**src/sv/assert_macros.svh**
```systemverilog
// Assertion macros used by the top-level RTL file
`ifndef ASSERT_MACROS_SVH
`define ASSERT_MACROS_SVH

`ifndef SYNTH
`define HPC_ASSERT_SAME(label, clk_s, rst_s, ante, cons, msg) \
    label: assert property (@(posedge clk_s) disable iff (!rst_s) (ante) |-> (cons)) \
        else $error(msg);
`define HPC_ASSERT_NEXT(label, clk_s, rst_s, ante, cons, msg) \
    label: assert property (@(posedge clk_s) disable iff (!rst_s) (ante) |=> (cons)) \
        else $error(msg);
`else
`define HPC_ASSERT_SAME(label, clk_s, rst_s, ante, cons, msg)
`define HPC_ASSERT_NEXT(label, clk_s, rst_s, ante, cons, msg)
`endif

`endif

```
**src/sv/hpc_pkg.sv**
```systemverilog
// Shared constants, command codes and control types of the position corrector
package hpc_pkg;

    localparam int AXES      = 3;
    localparam int AXIS_W    = (AXES > 1) ? $clog2(AXES) : 1;
    localparam int NREG      = 2 * AXES;
    localparam int CFG_IDX_W = $clog2(NREG);
    localparam int VAL_W     = 32;
    localparam int DT_W      = 16;
    localparam int TIME_W    = 18;
    localparam int FRAC_W    = 16;
    localparam int COEF_W    = 36;
    localparam int FAC_W     = 18;
    localparam int PROD_W    = COEF_W + FAC_W + 1;
    localparam int ACC_W     = 56;

    localparam logic [TIME_W-1:0] HALF_SECOND = TIME_W'(32768);

    localparam int OP_W = 3;
    localparam logic [OP_W-1:0] OP_NONE = 3'd0;
    localparam logic [OP_W-1:0] OP_SQ   = 3'd1;
    localparam logic [OP_W-1:0] OP_CUB  = 3'd2;
    localparam logic [OP_W-1:0] OP_PA   = 3'd3;
    localparam logic [OP_W-1:0] OP_PB   = 3'd4;
    localparam logic [OP_W-1:0] OP_PC   = 3'd5;
    localparam logic [OP_W-1:0] OP_VA   = 3'd6;
    localparam logic [OP_W-1:0] OP_VB   = 3'd7;

    typedef struct packed {
        logic              capture;
        logic              load;
        logic              set_target;
        logic [OP_W-1:0]   op;
        logic              wb;
        logic              tick_done;
        logic              emit;
        logic [AXIS_W-1:0] axis;
    } hpc_cmd_t;

    typedef struct packed {
        logic have_target;
        logic active;
    } hpc_stat_t;

endpackage

```
**src/sv/hpc_req_if.sv**
```systemverilog
// Input channel: tick or target word with valid/ready handshake
interface hpc_req_if;
    logic              valid;
    logic              ready;
    logic              action;
    logic [15:0]       dt;
    logic signed [31:0] target_x;
    logic signed [31:0] target_y;
    logic signed [31:0] target_z;
    logic signed [31:0] target_vx;
    logic signed [31:0] target_vy;
    logic signed [31:0] target_vz;

    modport source (
        output valid, action, dt, target_x, target_y, target_z,
               target_vx, target_vy, target_vz,
        input  ready
    );
    modport sink (
        input  valid, action, dt, target_x, target_y, target_z,
               target_vx, target_vy, target_vz,
        output ready
    );
endinterface

```
**src/sv/hpc_rsp_if.sv**
```systemverilog
// Output channel: position and derivative word with valid/ready handshake
interface hpc_rsp_if;
    logic              valid;
    logic              ready;
    logic signed [31:0] pos_x;
    logic signed [31:0] pos_y;
    logic signed [31:0] pos_z;
    logic signed [31:0] vel_x;
    logic signed [31:0] vel_y;
    logic signed [31:0] vel_z;

    modport source (
        output valid, pos_x, pos_y, pos_z, vel_x, vel_y, vel_z,
        input  ready
    );
    modport sink (
        input  valid, pos_x, pos_y, pos_z, vel_x, vel_y, vel_z,
        output ready
    );
endinterface

```
**src/sv/hpc_ctrl.sv**
```systemverilog
// Sequencer: steps coefficient load, curve evaluation and result hand-off
module hpc_ctrl (
    input  logic                clk,
    input  logic                rst_n,
    input  logic                req_valid,
    input  logic                req_action,
    output logic                req_ready,
    input  logic                rsp_ready,
    output logic                rsp_valid,
    input  hpc_pkg::hpc_stat_t  stat,
    output hpc_pkg::hpc_cmd_t   cmd
);
    import hpc_pkg::*;

    localparam logic [3:0] S_IDLE = 4'd0;
    localparam logic [3:0] S_LOAD = 4'd1;
    localparam logic [3:0] S_SQ   = 4'd2;
    localparam logic [3:0] S_SQW  = 4'd3;
    localparam logic [3:0] S_CUB  = 4'd4;
    localparam logic [3:0] S_CUBW = 4'd5;
    localparam logic [3:0] S_MUL  = 4'd6;
    localparam logic [3:0] S_DRN  = 4'd7;
    localparam logic [3:0] S_WB   = 4'd8;
    localparam logic [3:0] S_EMIT = 4'd9;

    localparam logic [AXIS_W-1:0] LAST_AXIS = AXIS_W'(AXES - 1);
    localparam logic [2:0]        LAST_STEP = 3'd4;

    logic [3:0]        state_reg, state_next;
    logic [AXIS_W-1:0] axis_reg, axis_next;
    logic [2:0]        step_reg, step_next;
    logic              out_valid_reg, out_valid_next;
    logic              accept;

    assign req_ready = (state_reg == S_IDLE);
    assign rsp_valid = out_valid_reg;
    assign accept    = req_valid && req_ready;

    always_comb
    begin
        state_next = state_reg;
        axis_next  = axis_reg;
        step_next  = step_reg;
        cmd        = '0;
        cmd.axis   = axis_reg;
        case (state_reg)
            S_IDLE:
            begin
                cmd.capture = accept;
                if (accept)
                begin
                    axis_next = '0;
                    step_next = '0;
                    if (req_action)
                        state_next = S_LOAD;
                    else if (stat.have_target && stat.active)
                        state_next = S_SQ;
                    else
                        state_next = S_EMIT;
                end
            end
            S_LOAD:
            begin
                cmd.load = 1'b1;
                if (axis_reg == LAST_AXIS)
                begin
                    cmd.set_target = 1'b1;
                    state_next     = S_EMIT;
                end
                else
                    axis_next = axis_reg + 1'b1;
            end
            S_SQ:
            begin
                cmd.op     = OP_SQ;
                state_next = S_SQW;
            end
            S_SQW:
                state_next = S_CUB;
            S_CUB:
            begin
                cmd.op     = OP_CUB;
                state_next = S_CUBW;
            end
            S_CUBW:
                state_next = S_MUL;
            S_MUL:
            begin
                case (step_reg)
                    3'd0:    cmd.op = OP_PA;
                    3'd1:    cmd.op = OP_PB;
                    3'd2:    cmd.op = OP_PC;
                    3'd3:    cmd.op = OP_VA;
                    default: cmd.op = OP_VB;
                endcase
                if (step_reg == LAST_STEP)
                begin
                    step_next  = '0;
                    state_next = S_DRN;
                end
                else
                    step_next = step_reg + 1'b1;
            end
            S_DRN:
                state_next = S_WB;
            S_WB:
            begin
                cmd.wb = 1'b1;
                if (axis_reg == LAST_AXIS)
                begin
                    cmd.tick_done = 1'b1;
                    state_next    = S_EMIT;
                end
                else
                begin
                    axis_next  = axis_reg + 1'b1;
                    state_next = S_MUL;
                end
            end
            S_EMIT:
            begin
                if (!out_valid_reg || rsp_ready)
                begin
                    cmd.emit   = 1'b1;
                    state_next = S_IDLE;
                end
            end
            default:
                state_next = S_IDLE;
        endcase
    end

    assign out_valid_next = cmd.emit || (out_valid_reg && !rsp_ready);

    always_ff @(posedge clk or negedge rst_n)
    begin
        if (!rst_n)
        begin
            state_reg     <= S_IDLE;
            axis_reg      <= '0;
            step_reg      <= '0;
            out_valid_reg <= 1'b0;
        end
        else
        begin
            state_reg     <= state_next;
            axis_reg      <= axis_next;
            step_reg      <= step_next;
            out_valid_reg <= out_valid_next;
        end
    end

endmodule

```
**src/sv/hpc_dp.sv**
```systemverilog
// Datapath: state, coefficients, shared multiplier, accumulators and result word
module hpc_dp (
    input  logic                                 clk,
    input  logic                                 rst_n,
    input  hpc_pkg::hpc_cmd_t                    cmd,
    output hpc_pkg::hpc_stat_t                   stat,
    input  logic                                 cfg_we,
    input  logic [hpc_pkg::CFG_IDX_W-1:0]        cfg_idx,
    input  logic signed [hpc_pkg::VAL_W-1:0]     cfg_data,
    input  logic [hpc_pkg::DT_W-1:0]             in_dt,
    input  logic signed [hpc_pkg::VAL_W-1:0]     in_tgt_pos [hpc_pkg::AXES],
    input  logic signed [hpc_pkg::VAL_W-1:0]     in_tgt_vel [hpc_pkg::AXES],
    output logic signed [hpc_pkg::VAL_W-1:0]     res_pos [hpc_pkg::AXES],
    output logic signed [hpc_pkg::VAL_W-1:0]     res_vel [hpc_pkg::AXES]
);
    import hpc_pkg::*;

    localparam logic signed [ACC_W-1:0] RND_HALF = ACC_W'(1 << (FRAC_W - 1));
    localparam int SUM_W = ACC_W - FRAC_W + 1;

    logic signed [VAL_W-1:0]  start_reg [NREG];
    logic signed [VAL_W-1:0]  start_next [NREG];
    logic                     have_target_reg, have_target_next;
    logic [TIME_W-1:0]        elapsed_reg, elapsed_next;
    logic signed [VAL_W-1:0]  cur_pos_reg [AXES];
    logic signed [VAL_W-1:0]  cur_pos_next [AXES];
    logic signed [VAL_W-1:0]  cur_vel_reg [AXES];
    logic signed [VAL_W-1:0]  cur_vel_next [AXES];
    logic signed [COEF_W-1:0] coef_a_reg [AXES];
    logic signed [COEF_W-1:0] coef_a_next [AXES];
    logic signed [COEF_W-1:0] coef_b_reg [AXES];
    logic signed [COEF_W-1:0] coef_b_next [AXES];
    logic signed [VAL_W-1:0]  coef_c_reg [AXES];
    logic signed [VAL_W-1:0]  coef_c_next [AXES];
    logic signed [VAL_W-1:0]  coef_d_reg [AXES];
    logic signed [VAL_W-1:0]  coef_d_next [AXES];
    logic signed [VAL_W-1:0]  tgt_pos_reg [AXES];
    logic signed [VAL_W-1:0]  tgt_pos_next [AXES];
    logic signed [VAL_W-1:0]  tgt_vel_reg [AXES];
    logic signed [VAL_W-1:0]  tgt_vel_next [AXES];
    logic signed [VAL_W-1:0]  res_pos_reg [AXES];
    logic signed [VAL_W-1:0]  res_pos_next [AXES];
    logic signed [VAL_W-1:0]  res_vel_reg [AXES];
    logic signed [VAL_W-1:0]  res_vel_next [AXES];
    logic [DT_W-1:0]          dt_reg, dt_next;
    logic signed [PROD_W-1:0] prod_reg, prod_next;
    logic [OP_W-1:0]          prod_op_reg, prod_op_next;
    logic [FRAC_W-1:0]        u2_reg, u2_next;
    logic [FRAC_W-1:0]        u3_reg, u3_next;
    logic [FAC_W-1:0]         u2x3_reg, u2x3_next;
    logic signed [ACC_W-1:0]  pos_acc_reg, pos_acc_next;
    logic signed [ACC_W-1:0]  vel_acc_reg, vel_acc_next;

    logic [FRAC_W-1:0]        u;
    logic signed [COEF_W-1:0] mul_a;
    logic [FAC_W-1:0]         mul_f;
    logic [2*FRAC_W:0]        prod_rnd;
    logic signed [COEF_W-1:0] p0e, p1e, v0e, v1e, dd;

    function automatic logic signed [VAL_W-1:0] rnd_sat(
        input logic signed [ACC_W-1:0] acc,
        input logic signed [VAL_W-1:0] base
    );
        logic signed [ACC_W-1:0] t;
        logic signed [SUM_W-1:0] s;
        logic signed [VAL_W-1:0] r;
        t = acc + RND_HALF;
        s = {t[ACC_W-1], t[ACC_W-1:FRAC_W]}
            + {{(SUM_W - VAL_W){base[VAL_W-1]}}, base};
        if (s[SUM_W-1:VAL_W-1] == '0 || s[SUM_W-1:VAL_W-1] == '1)
            r = s[VAL_W-1:0];
        else if (s[SUM_W-1])
            r = {1'b1, {(VAL_W-1){1'b0}}};
        else
            r = {1'b0, {(VAL_W-1){1'b1}}};
        return r;
    endfunction

    assign u                = {elapsed_reg[FRAC_W-2:0], 1'b0};
    assign stat.have_target = have_target_reg;
    assign stat.active      = (elapsed_reg < HALF_SECOND);
    assign prod_rnd         = prod_reg[2*FRAC_W:0] + (2*FRAC_W+1)'(1 << (FRAC_W - 1));

    always_comb
    begin
        case (cmd.op)
            OP_SQ:
            begin
                mul_a = COEF_W'(u);
                mul_f = FAC_W'(u);
            end
            OP_CUB:
            begin
                mul_a = COEF_W'(u2_reg);
                mul_f = FAC_W'(u);
            end
            OP_PA:
            begin
                mul_a = coef_a_reg[cmd.axis];
                mul_f = FAC_W'(u3_reg);
            end
            OP_PB:
            begin
                mul_a = coef_b_reg[cmd.axis];
                mul_f = FAC_W'(u2_reg);
            end
            OP_PC:
            begin
                mul_a = COEF_W'(coef_c_reg[cmd.axis]);
                mul_f = FAC_W'(u);
            end
            OP_VA:
            begin
                mul_a = coef_a_reg[cmd.axis];
                mul_f = u2x3_reg;
            end
            OP_VB:
            begin
                mul_a = coef_b_reg[cmd.axis];
                mul_f = FAC_W'({u, 1'b0});
            end
            default:
            begin
                mul_a = '0;
                mul_f = '0;
            end
        endcase
    end

    assign p0e = COEF_W'(cur_pos_reg[cmd.axis]);
    assign v0e = COEF_W'(cur_vel_reg[cmd.axis]);
    assign p1e = COEF_W'(tgt_pos_reg[cmd.axis]);
    assign v1e = COEF_W'(tgt_vel_reg[cmd.axis]);
    assign dd  = p1e - p0e;

    always_comb
    begin
        start_next       = start_reg;
        have_target_next = have_target_reg;
        elapsed_next     = elapsed_reg;
        cur_pos_next     = cur_pos_reg;
        cur_vel_next     = cur_vel_reg;
        coef_a_next      = coef_a_reg;
        coef_b_next      = coef_b_reg;
        coef_c_next      = coef_c_reg;
        coef_d_next      = coef_d_reg;
        tgt_pos_next     = tgt_pos_reg;
        tgt_vel_next     = tgt_vel_reg;
        res_pos_next     = res_pos_reg;
        res_vel_next     = res_vel_reg;
        dt_next          = dt_reg;
        u2_next          = u2_reg;
        u3_next          = u3_reg;
        u2x3_next        = u2x3_reg;
        pos_acc_next     = pos_acc_reg;
        vel_acc_next     = vel_acc_reg;

        prod_next    = PROD_W'(mul_a) * PROD_W'($signed({1'b0, mul_f}));
        prod_op_next = cmd.op;

        if (cmd.capture)
        begin
            tgt_pos_next = in_tgt_pos;
            tgt_vel_next = in_tgt_vel;
            dt_next      = in_dt;
        end

        if (cmd.load)
        begin
            coef_a_next[cmd.axis] = v0e + v1e - (dd <<< 1);
            coef_b_next[cmd.axis] = (dd <<< 1) + dd - (v0e <<< 1) - v1e;
            coef_c_next[cmd.axis] = cur_vel_reg[cmd.axis];
            coef_d_next[cmd.axis] = cur_pos_reg[cmd.axis];
        end
        if (cmd.set_target)
        begin
            have_target_next = 1'b1;
            elapsed_next     = '0;
        end

        case (prod_op_reg)
            OP_SQ:
                u2_next = prod_rnd[2*FRAC_W-1:FRAC_W];
            OP_CUB:
            begin
                u3_next   = prod_rnd[2*FRAC_W-1:FRAC_W];
                u2x3_next = FAC_W'(u2_reg) + FAC_W'({u2_reg, 1'b0});
            end
            OP_PA:
                pos_acc_next = ACC_W'(prod_reg);
            OP_PB, OP_PC:
                pos_acc_next = pos_acc_reg + ACC_W'(prod_reg);
            OP_VA:
                vel_acc_next = ACC_W'(prod_reg);
            OP_VB:
                vel_acc_next = vel_acc_reg + ACC_W'(prod_reg);
            default:
            begin
            end
        endcase

        if (cmd.wb)
        begin
            cur_pos_next[cmd.axis] = rnd_sat(pos_acc_reg, coef_d_reg[cmd.axis]);
            cur_vel_next[cmd.axis] = rnd_sat(vel_acc_reg, coef_c_reg[cmd.axis]);
        end
        if (cmd.tick_done)
            elapsed_next = elapsed_reg + TIME_W'(dt_reg);

        if (cmd.emit)
        begin
            res_pos_next = cur_pos_reg;
            res_vel_next = cur_vel_reg;
        end

        if (cfg_we)
        begin
            for (int j = 0; j < NREG; j++)
            begin
                if (cfg_idx == CFG_IDX_W'(j))
                    start_next[j] = cfg_data;
            end
            if (!have_target_reg)
            begin
                for (int i = 0; i < AXES; i++)
                begin
                    if (cfg_idx == CFG_IDX_W'(i))
                        cur_pos_next[i] = cfg_data;
                    if (cfg_idx == CFG_IDX_W'(AXES + i))
                        cur_vel_next[i] = cfg_data;
                end
            end
        end
    end

    always_ff @(posedge clk or negedge rst_n)
    begin
        if (!rst_n)
        begin
            have_target_reg <= 1'b0;
            elapsed_reg     <= '0;
            prod_op_reg     <= OP_NONE;
            for (int j = 0; j < NREG; j++)
                start_reg[j] <= '0;
            for (int i = 0; i < AXES; i++)
            begin
                cur_pos_reg[i] <= '0;
                cur_vel_reg[i] <= '0;
            end
        end
        else
        begin
            have_target_reg <= have_target_next;
            elapsed_reg     <= elapsed_next;
            prod_op_reg     <= prod_op_next;
            start_reg       <= start_next;
            cur_pos_reg     <= cur_pos_next;
            cur_vel_reg     <= cur_vel_next;
        end
    end

    always_ff @(posedge clk)
    begin
        coef_a_reg  <= coef_a_next;
        coef_b_reg  <= coef_b_next;
        coef_c_reg  <= coef_c_next;
        coef_d_reg  <= coef_d_next;
        tgt_pos_reg <= tgt_pos_next;
        tgt_vel_reg <= tgt_vel_next;
        res_pos_reg <= res_pos_next;
        res_vel_reg <= res_vel_next;
        dt_reg      <= dt_next;
        prod_reg    <= prod_next;
        u2_reg      <= u2_next;
        u3_reg      <= u3_next;
        u2x3_reg    <= u2x3_next;
        pos_acc_reg <= pos_acc_next;
        vel_acc_reg <= vel_acc_next;
    end

    assign res_pos = res_pos_reg;
    assign res_vel = res_vel_reg;

endmodule

```
**src/sv/cubic_hermite_position_correction.sv**
```systemverilog
// Top level: cubic Hermite position corrector, Q16.16, three axes
//
// Usage: a word on req is either a target (action = 1: target position and
// velocity) or a time tick (action = 0: dt in Q0.16 seconds). Every accepted
// word returns exactly one word on rsp with the current position and its
// derivative. Start position and velocity are written through cfg_we,
// cfg_idx, cfg_data while the block is idle.
// One word is processed at a time; req.ready is high only when the sequencer is idle.
// A target loads the coefficients of each axis and goes to the output register;
// a tick that evaluates the curve runs on the single shared 36x19 multiplier:
// two products for u^2 and u^3, then five products, a drain and a write-back
// for each axis; a tick that changes nothing goes straight to the output
// register.
// A finished word waits in an output register; while rsp.ready is low the
// block holds that word and finishes the next item only once it is taken.
// Reset clears the start registers, position, velocity and timer to zero;
// no item is pending after reset.
`include "assert_macros.svh"

module cubic_hermite_position_correction (
    input  logic                               clk,
    input  logic                               rst_n,
    input  logic                               cfg_we,
    input  logic [hpc_pkg::CFG_IDX_W-1:0]      cfg_idx,
    input  logic signed [hpc_pkg::VAL_W-1:0]   cfg_data,
    hpc_req_if.sink                            req,
    hpc_rsp_if.source                          rsp
);
    import hpc_pkg::*;

    hpc_cmd_t                cmd;
    hpc_stat_t               stat;
    logic signed [VAL_W-1:0] tgt_pos [AXES];
    logic signed [VAL_W-1:0] tgt_vel [AXES];
    logic signed [VAL_W-1:0] res_pos [AXES];
    logic signed [VAL_W-1:0] res_vel [AXES];

    assign tgt_pos[0] = req.target_x;
    assign tgt_pos[1] = req.target_y;
    assign tgt_pos[2] = req.target_z;
    assign tgt_vel[0] = req.target_vx;
    assign tgt_vel[1] = req.target_vy;
    assign tgt_vel[2] = req.target_vz;

    hpc_ctrl u_ctrl (
        .clk        (clk),
        .rst_n      (rst_n),
        .req_valid  (req.valid),
        .req_action (req.action),
        .req_ready  (req.ready),
        .rsp_ready  (rsp.ready),
        .rsp_valid  (rsp.valid),
        .stat       (stat),
        .cmd        (cmd)
    );

    hpc_dp u_dp (
        .clk        (clk),
        .rst_n      (rst_n),
        .cmd        (cmd),
        .stat       (stat),
        .cfg_we     (cfg_we),
        .cfg_idx    (cfg_idx),
        .cfg_data   (cfg_data),
        .in_dt      (req.dt),
        .in_tgt_pos (tgt_pos),
        .in_tgt_vel (tgt_vel),
        .res_pos    (res_pos),
        .res_vel    (res_vel)
    );

    assign rsp.pos_x = res_pos[0];
    assign rsp.pos_y = res_pos[1];
    assign rsp.pos_z = res_pos[2];
    assign rsp.vel_x = res_vel[0];
    assign rsp.vel_y = res_vel[1];
    assign rsp.vel_z = res_vel[2];

    `HPC_ASSERT_NEXT(a_busy_after_accept, clk, rst_n, req.valid && req.ready, !req.ready, "input taken while an item is in flight")
    `HPC_ASSERT_SAME(a_emit_free, clk, rst_n, cmd.emit, !rsp.valid || rsp.ready, "result overwrites a waiting word")
    `HPC_ASSERT_SAME(a_wb_has_target, clk, rst_n, cmd.wb, stat.have_target && stat.active, "curve write-back without a running curve")
    `HPC_ASSERT_SAME(a_load_no_mul, clk, rst_n, cmd.load, cmd.op == OP_NONE && !cmd.wb, "coefficient load overlaps evaluation")

endmodule
```
**src/flat_wrapper.sv**
```systemverilog
// flat-port wrapper written by rule: the top's interface ports become plain ports
module cubic_hermite_position_correction_flat import hpc_pkg::*;
  (clk, rst_n, cfg_we, cfg_idx, cfg_data, req_valid, req_action, req_dt, req_target_x, req_target_y, req_target_z, req_target_vx, req_target_vy, req_target_vz, req_ready, rsp_valid, rsp_pos_x, rsp_pos_y, rsp_pos_z, rsp_vel_x, rsp_vel_y, rsp_vel_z, rsp_ready);
  hpc_req_if req_i ();
  hpc_rsp_if rsp_i ();
  input  logic clk;
  input  logic rst_n;
  input  logic cfg_we;
  input  logic [hpc_pkg::CFG_IDX_W-1:0] cfg_idx;
  input  logic signed [hpc_pkg::VAL_W-1:0] cfg_data;
  input wire logic [$bits(req_i.valid)-1:0] req_valid;
  input wire logic [$bits(req_i.action)-1:0] req_action;
  input wire logic [$bits(req_i.dt)-1:0] req_dt;
  input wire logic [$bits(req_i.target_x)-1:0] req_target_x;
  input wire logic [$bits(req_i.target_y)-1:0] req_target_y;
  input wire logic [$bits(req_i.target_z)-1:0] req_target_z;
  input wire logic [$bits(req_i.target_vx)-1:0] req_target_vx;
  input wire logic [$bits(req_i.target_vy)-1:0] req_target_vy;
  input wire logic [$bits(req_i.target_vz)-1:0] req_target_vz;
  output wire logic [$bits(req_i.ready)-1:0] req_ready;
  output wire logic [$bits(rsp_i.valid)-1:0] rsp_valid;
  output wire logic [$bits(rsp_i.pos_x)-1:0] rsp_pos_x;
  output wire logic [$bits(rsp_i.pos_y)-1:0] rsp_pos_y;
  output wire logic [$bits(rsp_i.pos_z)-1:0] rsp_pos_z;
  output wire logic [$bits(rsp_i.vel_x)-1:0] rsp_vel_x;
  output wire logic [$bits(rsp_i.vel_y)-1:0] rsp_vel_y;
  output wire logic [$bits(rsp_i.vel_z)-1:0] rsp_vel_z;
  input wire logic [$bits(rsp_i.ready)-1:0] rsp_ready;
  assign req_i.valid = req_valid;
  assign req_i.action = req_action;
  assign req_i.dt = req_dt;
  assign req_i.target_x = req_target_x;
  assign req_i.target_y = req_target_y;
  assign req_i.target_z = req_target_z;
  assign req_i.target_vx = req_target_vx;
  assign req_i.target_vy = req_target_vy;
  assign req_i.target_vz = req_target_vz;
  assign req_ready = req_i.ready;
  assign rsp_valid = rsp_i.valid;
  assign rsp_pos_x = rsp_i.pos_x;
  assign rsp_pos_y = rsp_i.pos_y;
  assign rsp_pos_z = rsp_i.pos_z;
  assign rsp_vel_x = rsp_i.vel_x;
  assign rsp_vel_y = rsp_i.vel_y;
  assign rsp_vel_z = rsp_i.vel_z;
  assign rsp_i.ready = rsp_ready;
  cubic_hermite_position_correction u_core (.clk(clk), .rst_n(rst_n), .cfg_we(cfg_we), .cfg_idx(cfg_idx), .cfg_data(cfg_data), .req(req_i), .rsp(rsp_i));
endmodule
```
**config.mk**
```make
export PLATFORM = sky130hd
export DESIGN_NAME = cubic_hermite_position_correction_flat
export DESIGN_NICKNAME = d
export VERILOG_FILES = /design/src/sv/hpc_pkg.sv /design/src/sv/hpc_req_if.sv /design/src/sv/hpc_rsp_if.sv /design/src/sv/hpc_ctrl.sv /design/src/sv/hpc_dp.sv /design/src/sv/cubic_hermite_position_correction.sv /design/src/flat_wrapper.sv
export VERILOG_INCLUDE_DIRS = /design/src /design/src/sv
export SDC_FILE = /design/constraint.sdc
export NUM_CORES = 2
export LEC_CHECK = 0
export ABC_AREA = 1
export BUFFER_PORTS_ARGS = -buffer_cell sky130_fd_sc_hd__buf_2
export CORE_ASPECT_RATIO = 0.6
export CORE_MARGIN = 2
export CORE_UTILIZATION = 40
export CTS_BUF_LIST = sky130_fd_sc_hd__clkbuf_4 sky130_fd_sc_hd__clkbuf_8 sky130_fd_sc_hd__clkbuf_16
export CTS_CLUSTER_DIAMETER = 50
export CTS_CLUSTER_SIZE = 20
export DETAILED_ROUTE_END_ITERATION = 16
export SYNTH_ARGS = -nofsm -noshare
export SYNTH_HDL_FRONTEND = slang
export SYNTH_SLANG_ARGS = --single-unit
```
**constraint.sdc**
```tcl
create_clock -name clk -period 15.4 [get_ports clk]
set_input_delay 3.08 -clock clk [delete_from_list [all_inputs] [get_ports clk]]
set_output_delay 3.08 -clock clk [all_outputs]
set_load 0.02 [all_outputs]
```
==> summary.md <==
The final number of max-transition violations is 0. The final routed wirelength across all metal layers is 369000 µm. The wire length per cell after detailed routing is 24.51 µm, and the detailed placement HPWL is 291100 µm. After clock tree synthesis, the clock-pin slew on the worst setup and hold paths is 0.08 ns. Synthesis produced 11437 cells. After clock tree synthesis, the flow added hold-fix buffers numbering 0. The finished layout cell area was 0.1066 mm²; the count of port buffers added during placement was 442. The biggest cell delay along the critical path is 1.28 ns, and the clock insertion delay at the later pin of the skew report is 0.78 ns. The layout cell share with drive strength beyond 1 is 0.08186, and the core footprint is 0.2400 mm². The congestion estimate from routability-driven global placement came to 1.009.

Synthesis inferred 1246 register bits. For the number of post-CTS setup repair buffers, the log shows 0. The initial core utilization was 0.4036; the number of antenna violations at the first check in global routing was 19.

The worst setup path is launched from a flip-flop. The die extent in x was 639.3 µm; the final net count was 13241. The async set-reset flop share out of synthesis is 0.1798.

After synthesis, the largest family of logic cells by area is adder cells. The TritonCTS sink count came out at 1246. The die is 385.2 µm tall.

By startpoint and endpoint, the worst setup path is classified as reg2reg. In this run the worst path has a maximum fanout of 59. The tools report the netlist area before placement as 0.09686 mm². Including well taps, the total number of placed cells is 14860. The post-synthesis average cell area is 8.469 µm².

The H-tree generated during clock tree synthesis spans 3 levels. Clock tree buffer depth: 3. The post-synthesis adder-cell area fraction was 0.2112; the number of standard-cell rows in the floorplan was 139.

The tools report the aggregate negative setup slack as 0 ns. The tools report the number of remaining DRC errors as 0. STA puts the critical path data required time at 16.08 ns. Setup repair after global routing left no endpoint under its margin. Part of the Yosys area used for sequential elements: 0.3690.

For the total via count in the routed design, the log shows 81904. The total congestion overflow came out at 0. The run finished with clean final reports.

Maximum number of pins on one net before global-route repair: 157. For the setup skew after layout, the log shows 0.05092 ns. The count of nets left with antenna violations once routing finished came out at 0.

In this run the most critical hold path is launched from u_core.u_dp.cur_pos_reg[5]. Counting the buffers created by CTS gives 101. The minimum clock period after layout is 11.45 ns. The overall track demand over capacity in global routing was 0.2934. The xor and xnor fraction of the mapped netlist area works out to 0.03436. The worst setup path is captured at a flip-flop. The most frequent cell on the critical path is sky130_fd_sc_hd__inv_1. The final hold violation count was 0; the maximum clock frequency was 87.35 MHz. The cell depth of the worst hold path came out at 0. Depth of the most critical reg-to-reg path: 29. The worst register-to-register path begins at u_core.u_ctrl.axis_reg[0].

Among all flip-flop cells after synthesis, the most frequent one is sky130_fd_sc_hd__edfxtp_1. Root buffer selected by CTS: sky130_fd_sc_hd__clkbuf_16. Layout-stage area growth over the synthesis result: 10.08%. The compound-cell area share of the yosys netlist is 0.1111, and the area after detailed placement is 0.1030 mm².

The share of synthesized area spent on multiplexers works out to 0. The global-route wire length before repair is 531100 µm. Standard cell with the maximum stage delay on the critical path: sky130_fd_sc_hd__a221oi_1.

The average via count per standard cell is 5.441. The tool flagged a number of max-cap violations equal to 0. Yosys printed 0 warnings. In this run, post-CTS repair resized a total of 0 instances. In this run the worst setup path begins at u_core.u_ctrl.axis_reg[0]. For the worst setup path, the data arrival time is 12.12 ns.

Share of the clock period used by the worst path after layout: 0.7434. The number of enable flip-flop cells after synthesis was 967. Number of I/O pins: 443.

The normalized max-slew margin is 0.01064. TritonCTS built the clock tree. Fraction of the mapped netlist area in simple logic gates: 0.1767. For the pin with the worst max-slew slack, the measured transition is 1.484 ns. The distinct cell type count after synthesis is 70, and the setup violation total in the final timing report is 0. First-pass iteration count of the detailed router: 6. Counting every net in the synthesized netlist gives 12887.

The area of the die was 0.2462 mm²; the count of fill cells added during filler insertion was 23507. Number of global-route vias before repair: 77534. The path class of the tightest hold or removal check is reg2reg. For the final standard cell count with taps included and fillers excluded, the log shows 15054.

Fraction of the core area covered by cells at the end of the flow: 0.4443. The detailed router finished its first iteration with 10341 violations. The register with the most flip-flops in the layout has 108 of them.
==> critical path: cells and delay by family (launching register included) <==
family / cells / cell delay (ns)
AO/OA/AOI/OAI: 8 / 3.73
adder cells (fa/ha/maj): 7 / 3.31
buffers and inverters: 10 / 1.88
AND/OR/NAND/NOR: 3 / 1.48
flip-flops: 1 / 0.64
XOR/XNOR: 1 / 0.15
==> per-layer routing <==
metal / wire [µm] / share of wire / GRT usage / vias up
met5: 781 / 0.0021 / 0.02024 / -
met4: 5381 / 0.015 / 0.04315 / 16
met3: 47880 / 0.13 / 0.09884 / 362
li1: - / - / - / 37148
met2: 142400 / 0.39 / 0.3902 / 4008
met1: 172500 / 0.47 / 0.4582 / 40370
==> cells in the final DEF (no fill, tap or decap), types with 9 or more instances in the layout <==
cell,count
sky130_fd_sc_hd__o21a_1,66
sky130_fd_sc_hd__a22oi_1,9
sky130_fd_sc_hd__inv_6,11
sky130_fd_sc_hd__a31oi_1,56
sky130_fd_sc_hd__or2_2,75
sky130_fd_sc_hd__nor2_4,12
sky130_fd_sc_hd__o211ai_1,51
sky130_fd_sc_hd__nand3b_1,10
sky130_fd_sc_hd__nand3_1,247
sky130_fd_sc_hd__fa_1,724
sky130_fd_sc_hd__inv_1,2105
sky130_fd_sc_hd__buf_4,138
sky130_fd_sc_hd__a21oi_1,773
sky130_fd_sc_hd__nand2_1,2621
sky130_fd_sc_hd__nand4_1,45
sky130_fd_sc_hd__inv_8,11
sky130_fd_sc_hd__nor3_1,75
sky130_fd_sc_hd__o31ai_1,69
sky130_fd_sc_hd__clkinv_8,12
sky130_fd_sc_hd__dfrtp_1,222
sky130_fd_sc_hd__buf_2,441
sky130_fd_sc_hd__o22ai_1,14
sky130_fd_sc_hd__ha_1,477
sky130_fd_sc_hd__nand3_2,30
sky130_fd_sc_hd__edfxtp_1,967
sky130_fd_sc_hd__nor2_1,1044
sky130_fd_sc_hd__o21bai_1,34
sky130_fd_sc_hd__a21boi_0,24
sky130_fd_sc_hd__dfxtp_1,55
sky130_fd_sc_hd__xor2_1,231
sky130_fd_sc_hd__o21ai_0,685
sky130_fd_sc_hd__a21o_1,25
sky130_fd_sc_hd__nor4_1,35
sky130_fd_sc_hd__clkbuf_16,103
sky130_fd_sc_hd__clkinv_2,9
sky130_fd_sc_hd__clkbuf_4,16
sky130_fd_sc_hd__a221oi_1,29
sky130_fd_sc_hd__inv_2,23
sky130_fd_sc_hd__xnor2_1,149
==> logic make-up after synthesis <==
kind of cell | after synthesis
buffers and inverters | 2469
flip-flops | 1246
XOR/XNOR | 380
AND/OR/NAND/NOR | 4239
AO/OA/AOI/OAI | 1902
adder cells (fa/ha/maj) | 1201
==> cell usage after synthesis (24+ instances only) <==
cell type / number / area share
sky130_fd_sc_hd__a21boi_0: 24 / 0.0019
sky130_fd_sc_hd__a21o_1: 25 / 0.0019
sky130_fd_sc_hd__a21oi_1: 774 / 0.040
sky130_fd_sc_hd__a221oi_1: 29 / 0.0026
sky130_fd_sc_hd__a31oi_1: 56 / 0.0036
sky130_fd_sc_hd__buf_2: 70 / 0.0036
sky130_fd_sc_hd__clkbuf_1: 230 / 0.0089
sky130_fd_sc_hd__dfrtp_1: 224 / 0.058
sky130_fd_sc_hd__dfxtp_1: 55 / 0.011
sky130_fd_sc_hd__edfxtp_1: 967 / 0.30
sky130_fd_sc_hd__fa_1: 724 / 0.15
sky130_fd_sc_hd__ha_1: 477 / 0.062
sky130_fd_sc_hd__inv_1: 2111 / 0.082
sky130_fd_sc_hd__nand2_1: 2623 / 0.10
sky130_fd_sc_hd__nand3_1: 248 / 0.013
sky130_fd_sc_hd__nand3_2: 29 / 0.0030
sky130_fd_sc_hd__nand4_1: 45 / 0.0029
sky130_fd_sc_hd__nor2_1: 1059 / 0.041
sky130_fd_sc_hd__nor3_1: 76 / 0.0039
sky130_fd_sc_hd__nor4_1: 35 / 0.0023
sky130_fd_sc_hd__o211ai_1: 51 / 0.0040
sky130_fd_sc_hd__o21a_1: 66 / 0.0051
sky130_fd_sc_hd__o21ai_0: 689 / 0.036
sky130_fd_sc_hd__o21bai_1: 34 / 0.0026
sky130_fd_sc_hd__o31ai_1: 70 / 0.0054
sky130_fd_sc_hd__or2_2: 75 / 0.0048
sky130_fd_sc_hd__xnor2_1: 149 / 0.013
sky130_fd_sc_hd__xor2_1: 231 / 0.021
==> layout make-up <==
| cell class | count | area [µm²] | share of cell area |
|---|---|---|---|
| multi-input combinational | 7722 | 51930 | 0.4870 |
| sequential | 1246 | 35750 | 0.3353 |
| inverter | 2135 | 8030 | 0.07531 |
| tap | 3172 | 3969 | 0.03722 |
| timing repair buffer | 585 | 3358 | 0.03150 |
| clock buffer | 120 | 2711 | 0.02543 |
| clock inverter | 66 | 857.1 | 0.008038 |
| antenna | 8 | 20.02 | 0.0001878 |
==> per-stage QoR <==
stage,hold WS (ns),setup slack (ns)
2_1_floorplan,0.4249,2.264
3_3_place_gp,0.4398,4.068
3_5_place_dp,0.4333,4.483
4_1_cts,0.4548,4.425
5_1_grt,0.4592,3.788
6_report,0.4549,3.951
==> worst paths after layout <==
path / to / slack, ns
max reg2reg: u_core.u_dp.prod_reg[46] / 3.95
min reg2reg: u_core.u_dp.res_pos[5] / 0.45
max in group asynchronous: u_core.u_dp.cur_vel_reg[22] / 11.59
min in group asynchronous: u_core.u_ctrl.rsp_valid / 2.38
max: u_core.u_dp.prod_reg[46] / 3.95
min: u_core.u_dp.res_pos[5] / 0.45
Power is not shown: default switching activity piles up to over one toggle a cycle in this logic, so the estimate is an artifact.
